**config.mk**
```make
export PLATFORM = sky130hd
export DESIGN_NAME = fbbe_ctrl
export DESIGN_NICKNAME = d
export VERILOG_FILES = /design/src/sv/fbbe_pkg.sv /design/src/sv/fbbe_ctrl.sv
export SDC_FILE = /design/constraint.sdc
export NUM_CORES = 1
export LEC_CHECK = 0
export BUFFER_PORTS_ARGS = -buffer_cell sky130_fd_sc_hd__buf_4
export CAP_MARGIN = 20
export CORE_AREA = 2 2 39 41
export CTS_CLUSTER_DIAMETER = 200
export DETAILED_ROUTE_END_ITERATION = 8
export DIE_AREA = 0 0 41 43
export GPL_TIMING_DRIVEN = 0
export PLACE_DENSITY = 0.42
export SYNTH_ARGS = -nofsm -noshare
export SYNTH_HDL_FRONTEND = slang
export SYNTH_SLANG_ARGS = --single-unit
export TNS_END_PERCENT = 1
```
**constraint.sdc**
```tcl
create_clock -name clk -period 2.8 [get_ports clk]
set_clock_uncertainty 0.2 [all_clocks]
set_input_delay 0.14 -clock clk [delete_from_list [all_inputs] [get_ports clk]]
set_output_delay 0.14 -clock clk [all_outputs]
set_load 0.02 [all_outputs]
```
**src/sv/fbbe_pkg.sv**
```systemverilog
package fbbe_pkg;

  // Table geometry
  localparam int SLOTS   = 256;
  localparam int SLOT_W  = $clog2(SLOTS);
  localparam int PPB     = 4;
  localparam int PG_W    = $clog2(PPB);
  localparam int ADDR_W  = 32;
  localparam int BLK_W   = ADDR_W - PG_W;
  localparam int STAMP_W = 32;
  localparam int CNT_W   = $clog2(PPB + 1);
  localparam int RES_W   = 9;

  localparam logic [RES_W-1:0] RES_MAX   = 9'd511;
  localparam logic [RES_W-1:0] CAP_RESET = 9'd256;

  // Request and result payloads
  typedef struct packed {
    logic              kind;
    logic [ADDR_W-1:0] page_address;
    logic              is_write;
  } in_t;

  typedef struct packed {
    logic              evict_valid;
    logic [ADDR_W-1:0] evicted_address;
    logic              evicted_dirty;
    logic              last;
    logic              error;
  } out_t;

  // One slot of the block table
  typedef struct packed {
    logic [BLK_W-1:0]   blk;
    logic [PPB-1:0]     present;
    logic [PPB-1:0]     dirty;
    logic [STAMP_W-1:0] stamp;
  } ent_t;

  // Controller to datapath
  typedef struct packed {
    logic in_load;
    logic scan_start;
    logic emit_load;
    logic emit_skip;
    logic commit;
    logic resp_load;
  } cmd_t;

  // Datapath to controller
  typedef struct packed {
    logic scan_done;
    logic evict;
    logic page_here;
    logic page_end;
    logic out_free;
  } sts_t;

  function automatic logic [CNT_W-1:0] popcount(input logic [PPB-1:0] m);
    logic [CNT_W-1:0] c;
    c = '0;
    for (int i = 0; i < PPB; i++) begin
      c = c + CNT_W'(m[i]);
    end
    return c;
  endfunction

endpackage

```
**src/sv/fbbe_ctrl.sv**
```systemverilog
module fbbe_ctrl (
  input  logic           clk,
  input  logic           rst_n,
  input  logic           in_valid,
  output logic           in_stall,
  input  fbbe_pkg::sts_t sts,
  output fbbe_pkg::cmd_t cmd
);

  localparam logic [2:0] ST_IDLE   = 3'd0;
  localparam logic [2:0] ST_SCAN   = 3'd1;
  localparam logic [2:0] ST_EMIT   = 3'd2;
  localparam logic [2:0] ST_COMMIT = 3'd3;
  localparam logic [2:0] ST_RESP   = 3'd4;

  logic [2:0] state_r, state_nxt;

  assign in_stall = (state_r != ST_IDLE);

  // Sequencing of one request
  always_comb begin
    state_nxt = state_r;
    cmd       = '0;
    unique case (state_r)
      ST_IDLE: begin
        if (in_valid) begin
          cmd.in_load    = 1'b1;
          cmd.scan_start = 1'b1;
          state_nxt      = ST_SCAN;
        end
      end
      ST_SCAN: begin
        if (sts.scan_done) begin
          state_nxt = sts.evict ? ST_EMIT : ST_COMMIT;
        end
      end
      ST_EMIT: begin
        if (!sts.page_here) begin
          cmd.emit_skip = 1'b1;
          if (sts.page_end) state_nxt = ST_COMMIT;
        end else if (sts.out_free) begin
          cmd.emit_load = 1'b1;
          if (sts.page_end) state_nxt = ST_COMMIT;
        end
      end
      ST_COMMIT: begin
        cmd.commit = 1'b1;
        state_nxt  = sts.evict ? ST_IDLE : ST_RESP;
      end
      ST_RESP: begin
        if (sts.out_free) begin
          cmd.resp_load = 1'b1;
          state_nxt     = ST_IDLE;
        end
      end
      default: state_nxt = ST_IDLE;
    endcase
  end

  always_ff @(posedge clk) begin
    if (!rst_n) begin
      state_r <= ST_IDLE;
    end else begin
      state_r <= state_nxt;
    end
  end

endmodule

```
==> metrics, run 1 <==
via density per instance 3.95; Pwr Total 0.260 mW; biggest regs state_r: 3 flops; count of state elements after synthesis 3; die area 1760 um2; final clock period utilization by the worst path 61.4%; CTS tree built; RD Place Congestion 0.652; Synth area leader dfxtp_1; Power per Cell Area 669 nW/um2; r2r startpoint state_r[1]; Ys Warns 0; Clk pwr share 28.5%; die height 43 um; slowest stage cell on the critical path or3_1; CP top delay family simple AND/OR/NAND/NOR gates; n_diodes 0; drt drc 0; Clk Latency, worst-skew pair 0.23 ns; DP Worst Slack 1.31 ns; worst vdd ir 218 uV; Yosys cell types 18; critical path class reg -> out; Ports 15; DPL Wire Length 427 um; largest net degree at the start of global routing 10; port bufs 14; setup bufs post-CTS 0; switch share 34.9%; Post-Syn Area per Cell 7.59 um2; cts repair resizes 0; clk buf depth 2; Final Setup Violations 0; DR WL/cell 8.23 um; vias in the first global route 237; Buf/Inv on CP 2; Sw Pwr 0.0910 mW; R2R depth 3; initial antenna violation count 0; drt total wl 535 um; All-Layer GR Usage 6.92%; RSZ-0062 raised after global routing false; status completed; ANT nets after route 0; CP max FO 8; mapped cell area 228 um2; Initial DRC Count 3; internal power 0.169 mW; Post-synth EDFFs 0; Reg with most FFs state_r; Startpoint Class flop; CTS Buf Count 3; Mapped Cells 30; DR vias 257; Reg power frac 21.8%; Synth async-reset ratio 0%; Core Area 1380 um2; Setup crit end kind output port; Synth top area share 26.4%; Lkg Pwr 0.205 nW; Rel. slew slack 83.4%; min-delay worst type in -> reg; RR Endpoint state_r[0]; cell row count 14; Crit path required time 2.46 ns; Slew Limit Fails 0; largest cells by area after synthesis dfxtp_1, buf_4, nand2_1; CTS Hold Buffers Added 1; DRT Pass-1 Iters 2; Area growth syn-to-layout 70.9%; max-cap violations 0; sequential area share after synthesis 26.4%; Worst-Margin Slew 0.248 ns; Hold Fails Final Rpt 0; clock-pin slew on the worst setup and hold paths 0.04 ns; Overflow after GRT 0; Crit path top cell by count buf_4; CTS sink cnt 3; fmax 581 MHz; H-tree levels 1; first-pass GRT wire length 821 um; critical-path cell list or3_1, nor2_1, buf_4, buf_4; critical path's largest stage delay 0.41 ns; combinational fraction of design power 49.8%; fin crit period 1.72 ns; Most used DFF post-synth dfxtp_1; layout net count 58; setup ws final 1.08 ns; reg2reg setup slack 1.54 ns; Worst Path Arrival 1.38 ns; Initial Utilization 16.5%; Root Buffer clkbuf_4; max reg flops 3; Hold WS 0.0501 ns; HP Start sts[0]; syn nets 38; hold path depth 3; die width 41 um; WHS Endpoint state_r[2]; Fin Setup TNS 0 ns; fraction of layout cells with a size suffix above 1 42.9%
-- per-stage QoR --
stage | area [um2] | util, % | cells
floorplan | 228 | - | 30
global placement | 353 | 25.5 | 60
detailed placement | 353 | 25.5 | 60
CTS | 389 | 28.1 | 65
global route | 389 | 28.1 | 65
finish | 389 | 28.1 | 65
-- synthesized netlist by cell type (2+ instances only) --
cell type	number
and3_1	2
nand2_1	4
nor2_1	3
dfxtp_1	3
and2_1	2
buf_4	2
inv_1	3
-- logic make-up (layout without fill, tap and decap cells) --
kind of cell | count (synthesis) | after routing | synth area share [%]
AOI/OAI and AO/OA | 6 | 6 | 19.2
DFF | 3 | 3 | 26.4
and+or+nand+nor | 15 | 15 | 37.9
buffers and inverters | 5 | 24 | 11.5
muxes | 1 | 1 | 4.94
-- final cells by class --
type / count / area, um2
Timing Repair Buffer: 15 / 115
Inverter: 3 / 11.3
Clock buffer: 4 / 26.3
Fill cell: 150 / 995
Tap cell: 16 / 20.0
Buffer: 2 / 15.0
Multi-Input combinational cell: 22 / 141
Sequential cell: 3 / 60.1
-- worst min-delay path: cells and delay by family --
family	cells	cell delay, ns
and+or+nand+nor	1	0.14
AOI/OAI and AO/OA	1	0.05
buffers and inverters	1	0.09
-- cell usage in the layout, fill, tap and decap left out --
cell | Yosys | routed
nor3b_1 | 1 | 1
nand2_1 | 4 | 4
clkbuf_4 | 0 | 3
inv_1 | 3 | 3
nor3b_2 | 1 | 1
o211ai_1 | 1 | 1
buf_4 | 2 | 16
a211o_1 | 1 | 1
clkbuf_1 | 0 | 1
and3_1 | 2 | 2
o22ai_1 | 1 | 1
and2_1 | 2 | 2
nor2_1 | 3 | 3
mux2_2 | 1 | 1
dfxtp_1 | 3 | 3
dlygate4sd3_1 | 0 | 1
and3b_1 | 1 | 1
o2bb2ai_1 | 1 | 1
or3_1 | 1 | 1
o21ai_0 | 1 | 1
o21a_1 | 1 | 1
-- layer usage --
| layer | vias to the layer above | global-route usage [%] | share of wire (%) |
|---|---|---|---|
| li1 | 140 | - | - |
| met1 | 110 | 7.05 | 42 |
| met2 | 7 | 10.9 | 51 |
| met3 | 0 | 1.57 | 6.7 |
| met4 | 0 | 6.00 | 0 |
| met5 | - | 0 | 0 |
-- power groups by stage --
stage / registers, mW / clock network, mW / logic [mW]
after global placement: 0.0577 / 0 / 0.131
after floorplan: 0.0562 / 0 / 0.0871
after CTS: 0.0570 / 0.0782 / 0.131
final: 0.0568 / 0.0741 / 0.130
after global routing: 0.0583 / 0.0826 / 0.144
after detailed placement: 0.0579 / 0 / 0.130
-- how the worst max path moves through the flow --
stage | startpoint | to | slack (ns) | cells after the start
finish | state_r[2] | cmd[5] | 1.08 | 4
global route | state_r[2] | cmd[5] | 1.00 | 4
CTS | state_r[2] | cmd[5] | 1.05 | 4
detailed placement | state_r[2] | cmd[5] | 1.31 | 4
global placement | state_r[2] | cmd[5] | 1.31 | 4
floorplan | state_r[0] | cmd[5] | 1.04 | 4
Note: power is estimated with default switching activity, not from simulation.
==> run 2, diff against run 1 <==
- clock period: 2.8 -> 1.64 ns (I/O delays scaled with it)
==> run 2 against run 1 <==
Effect of this change:
- flip-flop and latch count stayed put
- register-to-register slack worse by 1.2 ns
- largest power group unchanged
- sequential power is 92% higher
- critical path depth stayed put
- final cell count is 3.1% higher
- worst setup slack worse by 0.98 ns
- critical path type unchanged
- via count is 7.0% higher
- critical endpoint unchanged
==> metrics, run 2 (synthesized netlist as in run 1, its figures left out) <==
max-cap violations 0; vias in the first global route 246; Rel. slew slack 86.2%; fin crit period 1.54 ns; Slew Limit Fails 0; ANT nets after route 0; Final Util 31.0%; drt drc 0; CP top delay family simple AND/OR/NAND/NOR gates; fmax 647 MHz; slowest stage cell on the critical path or3_4; DP Area 355 um2; layout net count 60; Initial Utilization 16.5%; die area 1760 um2; Ports 15; CTS sink cnt 3; DRT Pass-1 Iters 2; H-tree levels 1; Crit path required time 1.36 ns; critical path class reg -> out; Hold Fails Final Rpt 0; clk buf depth 2; CTS tree built; Lkg Pwr 0.217 nW; Buf/Inv on CP 2; FF+latch area 66.3 um2; final clock period utilization by the worst path 94.2%; commonest non-fill, non-tap cell in the layout buf_4; biggest regs state_r: 3 flops; max reg flops 3; Worst-Margin Slew 0.207 ns; Core Area 1380 um2; drt total wl 567 um; fraction of layout cells with a size suffix above 1 52.9%; largest net degree at the start of global routing 10; Overflow after GRT 0; Setup crit end kind output port; CTS Buf Count 3; RSZ-0062 raised after global routing false; Initial DRC Count 2; critical-path cell list or3_4, nor2_4, buf_4, buf_6; Fin Setup TNS 0 ns; Reg with most FFs state_r; RD Place Congestion 0.665; Root Buffer clkbuf_4; Startpoint Class flop; status completed; initial antenna violation count 0; DR vias 275; die width 41 um; commonest cells after routing, fill and taps aside buf_4, nand2_1, inv_1, clkbuf_4; first-pass GRT wire length 959 um; fillers 155; Area growth syn-to-layout 88.5%; via density per instance 4.10; die height 43 um; clock-pin slew on the worst setup and hold paths 0.03 ns; n_diodes 0; cell row count 14; Worst Path Arrival 1.26 ns; cell area after layout 429 um2; footprint of the multi-input gates 154 um2; worst vdd ir 377 uV; critical path's largest stage delay 0.40 ns; Final Setup Violations 0; DPL Wire Length 443 um; Power per Cell Area 1150 nW/um2; Clk Latency, worst-skew pair 0.23 ns; min-delay worst type in -> reg; All-Layer GR Usage 8.43%; port bufs 14; DR WL/cell 8.46 um; CP max FO 3
run 2: changes by cell type in the layout (fill, tap and decap cells not counted):
cell and change:
buf_6 +1, dfxtp_1 -3, dfxtp_2 +2, dfxtp_4 +1, dlygate4sd3_1 +1, nor2_1 -1
nor2_4 +1, or3_1 -1, or3_4 +1
run 2: repair_timing:
| item | in CTS | in global routing |
|---|---|---|
| buffers inserted | 0 | 2 |
| pin swaps | 1 | 2 |
| gates resized for setup | 4 | 3 |
| hold buffers | 2 | 0 |
| hold endpoints to repair | 3 | 0 |
| setup endpoints to repair | 1 | 1 |
run 2: cell type report:
type / count / share of cell area [%]
multi-input cells: 22 / 35.9
repair buffers: 18 / 33.5
flip-flops and latches: 3 / 15.5
clock buffers: 4 / 6.12
well taps: 16 / 4.66
inverters: 3 / 2.62
plain buffers: 1 / 1.75
run 2: per-layer routing:
metal / track usage [%] / routed length [um]
met1: 9.29 / 254
met2: 11.6 / 275
met3: 4.71 / 36
met4: 6.00 / 0
met5: 0 / 0
run 2: power breakdown:
part / leakage (nW) / internal, mW / switching, mW
sequential: 0.0261 / 0.0935 / 0.0154
combinational: 0.176 / 0.140 / 0.117
clock: 0.0150 / 0.0910 / 0.0354
total: 0.217 / 0.324 / 0.168
run 2: final timing paths:
check / start / endpoint / slack [ns] / cells after the start
min: sts[4] / state_r[0] / 0.02 / 4
max reg2reg: state_r[0] / state_r[0] / 0.35 / 4
max: state_r[0] / cmd[5] / 0.1 / 4
min reg2reg: state_r[2] / state_r[1] / 0.29 / 1
run 2: worst register-to-register path: cells and delay by family, from the launching register on:
family / cells / cell delay [ns]
AOI/OAI and AO/OA: 3 / 0.53
buffers and inverters: 1 / 0.15
DFF: 1 / 0.34
run 2: through the flow:
| stage | hold slack [ns] | power (mW) | cells | setup slack [ns] |
|---|---|---|---|---|
| floorplan | 0.00371 | 0.248 | 30 | 0.0480 |
| global placement | 0.115 | 0.325 | 60 | 0.226 |
| detailed placement | 0.120 | 0.324 | 60 | 0.224 |
| CTS | 0.0273 | 0.484 | 66 | 0.0107 |
| global route | 0.0498 | 0.544 | 67 | 0.0334 |
| finish | 0.0207 | 0.492 | 67 | 0.0952 |
